### config.mk
export PLATFORM = sky130hd
export DESIGN_NAME = gyro_yaw_integrator_bias_track_unit
export DESIGN_NICKNAME = d
export VERILOG_FILES = /design/src/design/gyib_pkg.sv /design/src/design/gyib_calc.sv /design/src/design/gyro_yaw_integrator_bias_track_unit.sv
export VERILOG_INCLUDE_DIRS = /design/src /design/src/design
export SDC_FILE = /design/constraint.sdc
export NUM_CORES = 2
export LEC_CHECK = 0
export ABC_AREA = 1
export BUFFER_PORTS_ARGS = -buffer_cell sky130_fd_sc_hd__buf_2
export CORE_AREA = 4 4 255 257
export CTS_CLUSTER_DIAMETER = 150
export DETAILED_ROUTE_END_ITERATION = 12
export DIE_AREA = 0 0 259 261
export PLACE_DENSITY_LB_ADDON = 0.15
export SETUP_SLACK_MARGIN = 0.3
export SLEW_MARGIN = 15
export SYNTH_ARGS = -nofsm -noshare
export SYNTH_HDL_FRONTEND = slang
export SYNTH_SLANG_ARGS = --single-unit
### constraint.sdc
create_clock -name clk -period 42.4 [get_ports clk]
set_input_delay 4.24 -clock clk [delete_from_list [all_inputs] [get_ports clk]]
set_output_delay 4.24 -clock clk [all_outputs]
set_load 0.02 [all_outputs]
### src/design/gyro_yaw_integrator_bias_track_unit_defines.svh
// Assertion helpers used by the top-level RTL file of the yaw integrator.
`ifndef GYRO_YAW_INTEGRATOR_BIAS_TRACK_UNIT_DEFINES_SVH
`define GYRO_YAW_INTEGRATOR_BIAS_TRACK_UNIT_DEFINES_SVH

// Same-cycle implication, checked on clk, off while in reset.
`define GYIB_ASSERT_NOW(label, ante, cons, msg) \
    label: assert property (@(posedge clk) disable iff (!rst_n) (ante) |-> (cons)) \
        else $error(msg);

// Next-cycle implication, checked on clk, off while in reset.
`define GYIB_ASSERT_NEXT(label, ante, cons, msg) \
    label: assert property (@(posedge clk) disable iff (!rst_n) (ante) |=> (cons)) \
        else $error(msg);

`endif

### src/design/gyib_pkg.sv
`default_nettype none

package gyib_pkg;

    // Field widths
    localparam int RATE_W    = 18;
    localparam int TS_W      = 32;
    localparam int YAW_W     = 28;
    localparam int THR_W     = 17;
    localparam int HOLD_W    = 16;
    localparam int CFG_W     = 18;
    localparam int CFG_IDX_W = 2;

    // Defaults for the top-level parameters
    localparam int BIAS_FRAC_BITS_DEF = 16;
    localparam int DT_MAX_MS_DEF      = 511;

    // Register reset values
    localparam logic [THR_W-1:0]  THR_RESET  = THR_W'(128);
    localparam logic [HOLD_W-1:0] HOLD_RESET = HOLD_W'(100);

    // 360 degrees in 1/256000 degree
    localparam int YAW_FULL_TURN = 92160000;

    // Bias tracking gain 655/65536 (~1/100)
    localparam int TRACK_SHIFT = 16;

    // Yaw sum width: |yaw| + |increment| stays below 2^29
    localparam int SUM_W = 30;

    typedef enum logic [CFG_IDX_W-1:0] {
        REG_THRESHOLD = 2'd0,
        REG_HOLD      = 2'd1,
        REG_INIT_BIAS = 2'd2
    } cfg_idx_t;

    localparam logic REQ_SAMPLE    = 1'b0;
    localparam logic REQ_YAW_RESET = 1'b1;

    typedef struct packed {
        logic still;   // sample below threshold
        logic track;   // bias estimate moves on this word
    } gyib_flags_t;

endpackage

`default_nettype wire

### src/design/gyib_calc.sv
`default_nettype none

module gyib_calc
    import gyib_pkg::*;
#(
    parameter int BIAS_FRAC_BITS = BIAS_FRAC_BITS_DEF,
    parameter int DT_MAX_MS      = DT_MAX_MS_DEF
)
(
    input  wire logic                                   req_type,
    input  wire logic signed [RATE_W-1:0]               rate,
    input  wire logic        [TS_W-1:0]                 now,
    input  wire logic signed [YAW_W-1:0]                yaw_cur,
    input  wire logic signed [RATE_W+BIAS_FRAC_BITS-1:0] bias_cur,
    input  wire logic        [TS_W-1:0]                 last_time,
    input  wire logic        [TS_W-1:0]                 still_start,
    input  wire logic                                   was_still,
    input  wire logic        [THR_W-1:0]                threshold,
    input  wire logic        [HOLD_W-1:0]               hold,
    output logic signed      [YAW_W-1:0]                yaw_new,
    output logic signed      [RATE_W+BIAS_FRAC_BITS-1:0] bias_new,
    output gyib_flags_t                                 flags
);

    localparam int BW  = RATE_W + BIAS_FRAC_BITS;
    localparam int DTW = $clog2(DT_MAX_MS + 1);
    localparam int GW  = BW + 11;
    localparam int PW  = BW + DTW + 2;
    localparam logic signed [SUM_W-1:0] TURN1 = SUM_W'(YAW_FULL_TURN);
    localparam logic signed [SUM_W-1:0] TURN2 = SUM_W'(2 * YAW_FULL_TURN);

    logic        [TS_W-1:0]   dt_raw;
    logic        [DTW-1:0]    dt;
    logic        [RATE_W-1:0] rate_u;
    logic        [RATE_W-1:0] mag;
    logic        [TS_W-1:0]   elapsed;
    logic                     sample;
    logic                     still;
    logic                     track;
    logic signed [BW-1:0]     rfx;
    logic signed [BW:0]       diff;
    logic signed [GW-1:0]     diff_g;
    logic signed [GW-1:0]     gain_prod;
    logic signed [BW:0]       bias_trk;
    logic signed [BW:0]       diff_new;
    logic signed [PW-1:0]     prod;
    logic signed [PW-1:0]     prod_rnd;
    logic signed [PW-1:0]     inc_full;
    logic signed [SUM_W-1:0]  sum;
    logic signed [SUM_W-1:0]  wrapped;

    always_comb
    begin
        sample  = (req_type == REQ_SAMPLE);
        dt_raw  = now - last_time;
        dt      = (dt_raw > TS_W'(DT_MAX_MS)) ? DTW'(DT_MAX_MS) : dt_raw[DTW-1:0];
        rate_u  = rate;
        mag     = rate_u[RATE_W-1] ? (~rate_u + RATE_W'(1)) : rate_u;
        still   = sample && (mag < {1'b0, threshold});
        elapsed = now - still_start;
        // a fresh still run starts at this word, so was_still is low and it does not track yet
        track   = still && was_still && (elapsed > TS_W'(hold));

        rfx       = $signed({rate, {BIAS_FRAC_BITS{1'b0}}});
        diff      = (BW+1)'(rfx) - (BW+1)'(bias_cur);
        // x * 655 as shift-add: 512 + 128 + 16 - 1
        diff_g    = GW'(diff);
        gain_prod = (diff_g <<< 9) + (diff_g <<< 7) + (diff_g <<< 4) - diff_g;
        bias_trk  = (BW+1)'(bias_cur) + (BW+1)'(gain_prod >>> TRACK_SHIFT);
        bias_new  = track ? bias_trk[BW-1:0] : bias_cur;

        diff_new = (BW+1)'(rfx) - (BW+1)'(bias_new);
        prod     = PW'(diff_new) * PW'($signed({1'b0, dt}));
        prod_rnd = prod + (PW'(1) <<< (BIAS_FRAC_BITS - 1));
        inc_full = prod_rnd >>> BIAS_FRAC_BITS;

        // truncating modulo 360 deg; |sum| < 3 turns
        sum = SUM_W'(yaw_cur) + SUM_W'(inc_full);
        if (sum >= TURN2)
            wrapped = sum - TURN2;
        else if (sum >= TURN1)
            wrapped = sum - TURN1;
        else if (sum <= -TURN2)
            wrapped = sum + TURN2;
        else if (sum <= -TURN1)
            wrapped = sum + TURN1;
        else
            wrapped = sum;

        yaw_new     = sample ? YAW_W'(wrapped) : '0;
        flags.still = still;
        flags.track = track;
    end

endmodule

`default_nettype wire

### src/design/gyro_yaw_integrator_bias_track_unit.sv
// Gyro yaw integrator with zero-rate bias tracking.
// Input channel (in_valid / in_stall): one word per gyro sample or yaw-reset
// command, fields req_type, rate, timestamp_ms. Output channel (out_valid /
// out_stall): one result word per input word: yaw, bias_estimate, still.
// Config port (cfg_we / cfg_index / cfg_wdata): threshold, hold time and
// initial bias; writing the initial bias also loads the bias estimate.
// Write config only while no word is in flight.
// Flow: a word accepted is registered in the input register, then computed
// and written to the state/result registers, which drive the output.
// Throughput: one word per cycle while out_stall is low. The whole update
// (bias step, one (rate - bias) * dt multiply, yaw add and 360 degree wrap)
// sits between the input register and the state/result registers.
// Stall: the output word holds while out_stall is high; one more word waits in
// the input register, then in_stall rises.
// Reset: yaw, times and stillness clear, bias estimate returns to zero,
// threshold 128 and hold 100 ms.

`default_nettype none

module gyro_yaw_integrator_bias_track_unit
    import gyib_pkg::*;
#(
    parameter int BIAS_FRAC_BITS = BIAS_FRAC_BITS_DEF,
    parameter int DT_MAX_MS      = DT_MAX_MS_DEF
)
(
    input  wire logic                     clk,
    input  wire logic                     rst_n,
    // config write port
    input  wire logic                     cfg_we,
    input  wire logic [CFG_IDX_W-1:0]     cfg_index,
    input  wire logic [CFG_W-1:0]         cfg_wdata,
    // input words
    input  wire logic                     in_valid,
    output logic                          in_stall,
    input  wire logic                     req_type,
    input  wire logic signed [RATE_W-1:0] rate,
    input  wire logic [TS_W-1:0]          timestamp_ms,
    // result words
    output logic                          out_valid,
    input  wire logic                     out_stall,
    output logic signed [YAW_W-1:0]       yaw,
    output logic signed [RATE_W-1:0]      bias_estimate,
    output logic                          still
);

`include "gyro_yaw_integrator_bias_track_unit_defines.svh"

    localparam int BW = RATE_W + BIAS_FRAC_BITS;

    // config
    logic [THR_W-1:0]  threshold_reg;
    logic [HOLD_W-1:0] hold_reg;

    // input stage
    logic                     s1_valid_reg;
    logic                     s1_req_reg;
    logic signed [RATE_W-1:0] s1_rate_reg;
    logic [TS_W-1:0]          s1_time_reg;

    // integrator state; yaw and bias also serve as the result
    logic signed [YAW_W-1:0] yaw_accum_reg;
    logic signed [BW-1:0]    bias_accum_reg;
    logic [TS_W-1:0]         last_time_reg;
    logic [TS_W-1:0]         still_start_reg;
    logic                    was_still_reg;

    logic out_valid_reg;
    logic still_reg;

    logic                    in_take;
    logic                    advance;
    logic                    fire;
    logic                    is_sample;
    logic signed [YAW_W-1:0] yaw_calc;
    logic signed [BW-1:0]    bias_calc;
    gyib_flags_t             flags;

    logic signed [YAW_W-1:0] yaw_accum_next;
    logic signed [BW-1:0]    bias_accum_next;
    logic [TS_W-1:0]         last_time_next;
    logic [TS_W-1:0]         still_start_next;
    logic                    was_still_next;

    // handshake: result register frees when empty or taken
    assign advance  = !out_valid_reg || !out_stall;
    assign fire     = s1_valid_reg && advance;
    assign in_stall = s1_valid_reg && !advance;
    assign in_take  = in_valid && !in_stall;
    assign is_sample = (s1_req_reg == REQ_SAMPLE);

    gyib_calc #(
        .BIAS_FRAC_BITS (BIAS_FRAC_BITS),
        .DT_MAX_MS      (DT_MAX_MS)
    ) u_calc (
        .req_type    (s1_req_reg),
        .rate        (s1_rate_reg),
        .now         (s1_time_reg),
        .yaw_cur     (yaw_accum_reg),
        .bias_cur    (bias_accum_reg),
        .last_time   (last_time_reg),
        .still_start (still_start_reg),
        .was_still   (was_still_reg),
        .threshold   (threshold_reg),
        .hold        (hold_reg),
        .yaw_new     (yaw_calc),
        .bias_new    (bias_calc),
        .flags       (flags)
    );

    always_comb
    begin
        yaw_accum_next   = yaw_accum_reg;
        bias_accum_next  = bias_accum_reg;
        last_time_next   = last_time_reg;
        still_start_next = still_start_reg;
        was_still_next   = was_still_reg;

        if (fire)
        begin
            yaw_accum_next  = yaw_calc;
            bias_accum_next = bias_calc;
            last_time_next  = s1_time_reg;
            // yaw reset keeps the stillness tracking as it is
            if (is_sample)
            begin
                was_still_next = flags.still;
                if (flags.still && !was_still_reg)
                    still_start_next = s1_time_reg;
            end
        end

        // initial-bias write reloads estimate; user keeps block idle, not enforced
        if (cfg_we && (cfg_index == REG_INIT_BIAS))
            bias_accum_next = $signed({cfg_wdata, {BIAS_FRAC_BITS{1'b0}}});
    end

    always_ff @(posedge clk or negedge rst_n)
    begin
        if (!rst_n)
        begin
            threshold_reg   <= THR_RESET;
            hold_reg        <= HOLD_RESET;
            s1_valid_reg    <= 1'b0;
            out_valid_reg   <= 1'b0;
            yaw_accum_reg   <= '0;
            bias_accum_reg  <= '0;
            last_time_reg   <= '0;
            still_start_reg <= '0;
            was_still_reg   <= 1'b0;
        end
        else
        begin
            if (cfg_we)
            begin
                unique case (cfg_index)
                    REG_THRESHOLD: threshold_reg <= cfg_wdata[THR_W-1:0];
                    REG_HOLD:      hold_reg      <= cfg_wdata[HOLD_W-1:0];
                    REG_INIT_BIAS: ;
                    default:       ;
                endcase
            end

            if (in_take)
                s1_valid_reg <= 1'b1;
            else if (fire)
                s1_valid_reg <= 1'b0;

            out_valid_reg <= fire || (out_valid_reg && out_stall);

            yaw_accum_reg   <= yaw_accum_next;
            bias_accum_reg  <= bias_accum_next;
            last_time_reg   <= last_time_next;
            still_start_reg <= still_start_next;
            was_still_reg   <= was_still_next;
        end
    end

    // payload registers, no reset
    always_ff @(posedge clk)
    begin
        if (in_take)
        begin
            s1_req_reg  <= req_type;
            s1_rate_reg <= rate;
            s1_time_reg <= timestamp_ms;
        end
        if (fire)
            still_reg <= flags.still;
    end

    assign out_valid     = out_valid_reg;
    assign yaw           = yaw_accum_reg;
    assign bias_estimate = bias_accum_reg[BIAS_FRAC_BITS +: RATE_W];
    assign still         = still_reg;

    `GYIB_ASSERT_NEXT(a_yaw_reset_result, fire && !is_sample,
        (yaw == '0) && !still, "yaw reset word did not give zero yaw and still low")

    `GYIB_ASSERT_NOW(a_yaw_range, out_valid_reg,
        (yaw < YAW_W'(YAW_FULL_TURN)) && (yaw > -YAW_W'(YAW_FULL_TURN)), "yaw outside one turn")

    `GYIB_ASSERT_NEXT(a_still_run_ends, fire && is_sample && !flags.still,
        !was_still_reg, "still run not cleared by a moving sample")

    `GYIB_ASSERT_NEXT(a_bias_held, fire && !flags.track && !cfg_we,
        $stable(bias_accum_reg), "bias moved without tracking")

endmodule

`default_nettype wire
==> results.toml <==
[floorplan]
dieArea_um2 = 67600
chipHeight_um = 261
io_pins = 125
die_w_um = 259
core_um2 = 62740
rows = 92
initial_core_util_pct = 59.49

[synthesis]
synth.avg_cell_area_um2 = 6.880
synth_ff_type = "dfrtp_1"
synthCells = 5425
yosysSeqAreaShare_pct = 15.06
synth_edf_count = 52
yosysWarnings = 0
synth.distinct_cells = 67
netlist_area_um2 = 37320
async_flop_share_pct = 75.70
ys_ff_latch = 214
synth_nets = 6206

[setup_path]
cp_top_family = "simple AND/OR/NAND/NOR gates"
crit_buf_inv = 13
rrSetupSlack_ns = 22.61
r2r-end = "yaw[24]"
critPathKind = "register to register"
slowest_delay_ns = 0.68
timing.rr.start = "bias_accum_reg[0]"
worst_path_most_repeated_cell = "nand2_1"
cp_slowest_cell = "fa_1"
crit_path_start_kind = "register"
critPathRequiredTime_ns = 42.89
critPathArrivalTime_ns = 20.27
cp_max_fo = 23
crit_path_end_kind = "register"
reg2reg_depth = 88

[routing]
drc = 0
drt_first_pass_iters = 6
routed_wirelength_um = 119900
vias_per_cell = 5.678
ant_nets = 0
via_count = 36191
wl_per_cell_um = 18.81
drtIter0Drc = 3102

[worst_hold_path]
hold_depth = 2
whs_endpoint = "threshold_reg[15]"
min_path_type = "register to register"
hold_start = "threshold_reg[15]"

[finish]
largest_reg_flops = 34
drive_gt1_share_pct = 5.014
nets = 6286
syn_to_final_growth_pct = 6.132

[clock_tree]
cts-htree-levels = 1
cts_buffers = 26
worstSkewPairLatency_ns = 0.59
clock_path_buffers = 3
clock_sinks = 214
cts_setup_buffers = 0
cts.hold.buffers_added = 0
ctsResizeCount = 0
clk_pin_slew_ns = 0.07
tritoncts = "yes"
root_buffer = "clkbuf_16"

[sta]
setup_viol = 0
clock.fmax_mhz = 50.54
slew_violations = 0
skew_ns = 0.01696
timing.setup.tns_ns = 0
fin_crit_sh_pct = 46.66
relSlewSlack_pct = 26.89
worstMarginPinSlew_ns = 1.094
grt_setup_unrepaired = "no"
finalHoldViolCount = 0
finalCriticalPeriod_ns = 19.79

[global_routing]
grt_pass1_vias = 35677
grt_pass1_wl_um = 192100
track_usage_pct = 35.56
grt_start_max_net_pins = 66
antenna_found_initial = 5
overflow = 0

[outcome]
status = "complete, no violations"

[place]
place_hpwl_um = 100400
port_buffers = 124
place.gp.congestion = 1.006

[run]
maxCapViolations = 0
-- worst min-delay path: stages (launching register included) --
cell,delay (ns)
dfrtp_1,0.34
nand2_1,0.05
o21ai_0,0.06
-- cells in the mapped netlist (52+ instances only) --
cell type  instances  share of area, %
nand2_1         1333                13
inv_1           1020                10
nor2_1           548               5.5
ha_1             384                13
fa_1             321                17
a21oi_1          309               4.1
nand3_1          297               4.0
o21ai_0          270               3.6
dfrtp_1          158                11
xor2_1           135               3.2
nand4_1           61               1.0
clkbuf_1          60              0.60
xnor2_1           57               1.3
edfxtp_1          52               4.2
-- per-stage QoR --
stage / util (%) / instance area (um^2) / setup slack [ns] / hold slack [ns] / std cells
global route: 63.13 / 39600 / 20.89 / 0.5087 / 6371
global placement: 61.72 / 38720 / 22.91 / 0.4672 / 6323
floorplan: - / 37320 / 27.32 / 0.4340 / 5425
finish: 63.14 / 39610 / 22.61 / 0.4867 / 6374
CTS: 63.13 / 39600 / 22.81 / 0.4897 / 6371
detailed placement: 61.72 / 38720 / 22.87 / 0.4737 / 6323
-- how the worst max path moves through the flow --
stage                 startpoint      end  slack [ns]  cells after the start
2_1_floorplan  bias_accum_reg[0]  yaw[26]       27.32                     87
3_3_place_gp   bias_accum_reg[0]  yaw[19]       22.91                     88
3_5_place_dp   bias_accum_reg[0]  yaw[19]       22.87                     88
4_1_cts        bias_accum_reg[0]  yaw[24]       22.81                     88
5_1_grt        bias_accum_reg[0]  yaw[24]       20.89                     89
6_report       bias_accum_reg[0]  yaw[24]       22.61                     88
-- per-layer routing --
layer / vias to the layer above / share of wire [%] / GRT usage, %
li1: 17361 / - / -
met1: 17067 / 42 / 48.45
met2: 1454 / 45 / 58.07
met3: 303 / 8.9 / 5.880
met4: 6 / 4.0 / 12.10
met5: - / 0.036 / 0
-- cell type report --
class / count / area, um^2
antenna: 3 / 7.507
fill: 5967 / 23120
inverter: 1042 / 3911
timing repair buffer: 143 / 769.5
multi-input combinational: 4078 / 27360
clock buffer: 32 / 693.2
sequential: 214 / 5620
tap: 846 / 1059
clock inverter: 16 / 192.7
-- cell families (layout without fill, tap and decap cells) --
logic type / count (synthesis) / after routing / synth area share, %
and+or+nand+nor: 2395 / 2395 / 26.66
adders and majority gates: 705 / 705 / 30.09
AOI/OAI and AO/OA: 779 / 779 / 11.70
other: 0 / 3 / 0
muxes: 1 / 1 / 0.03017
buffers and inverters: 1133 / 1233 / 11.69
DFF: 214 / 214 / 15.06
xor gates and xnor gates: 198 / 198 / 4.767
-- placed cells by master, fill, tap and decap left out, types with 6 or more instances in the layout --
cell	netlist	routed
nor2_2	14	16
or2_2	8	8
fa_1	321	321
a21o_1	29	29
o31ai_1	8	8
a21boi_0	7	7
nor4_1	20	20
nor3_1	49	49
and3_1	7	7
o21a_1	21	21
ha_1	384	384
dfrtp_1	158	158
a21oi_1	309	309
clkinv_1	6	7
o21ai_1	15	15
inv_1	1020	1019
buf_4	20	19
nand3_1	297	297
clkbuf_16	0	26
o22ai_1	14	14
o21ai_0	270	270
nor2_1	548	544
inv_2	16	17
edfxtp_1	52	52
o21bai_1	16	16
nand3b_1	20	20
xnor2_1	57	57
buf_2	4	123
o221ai_1	21	21
nand4_1	61	61
xor2_1	135	135
nand2_1	1333	1333
a31oi_1	40	40
nand3_2	6	6
nand2_2	15	15
Power is left out: the tool's default activity adds up to more than one toggle a clock period on the data nets, which glitch-free logic cannot reach.
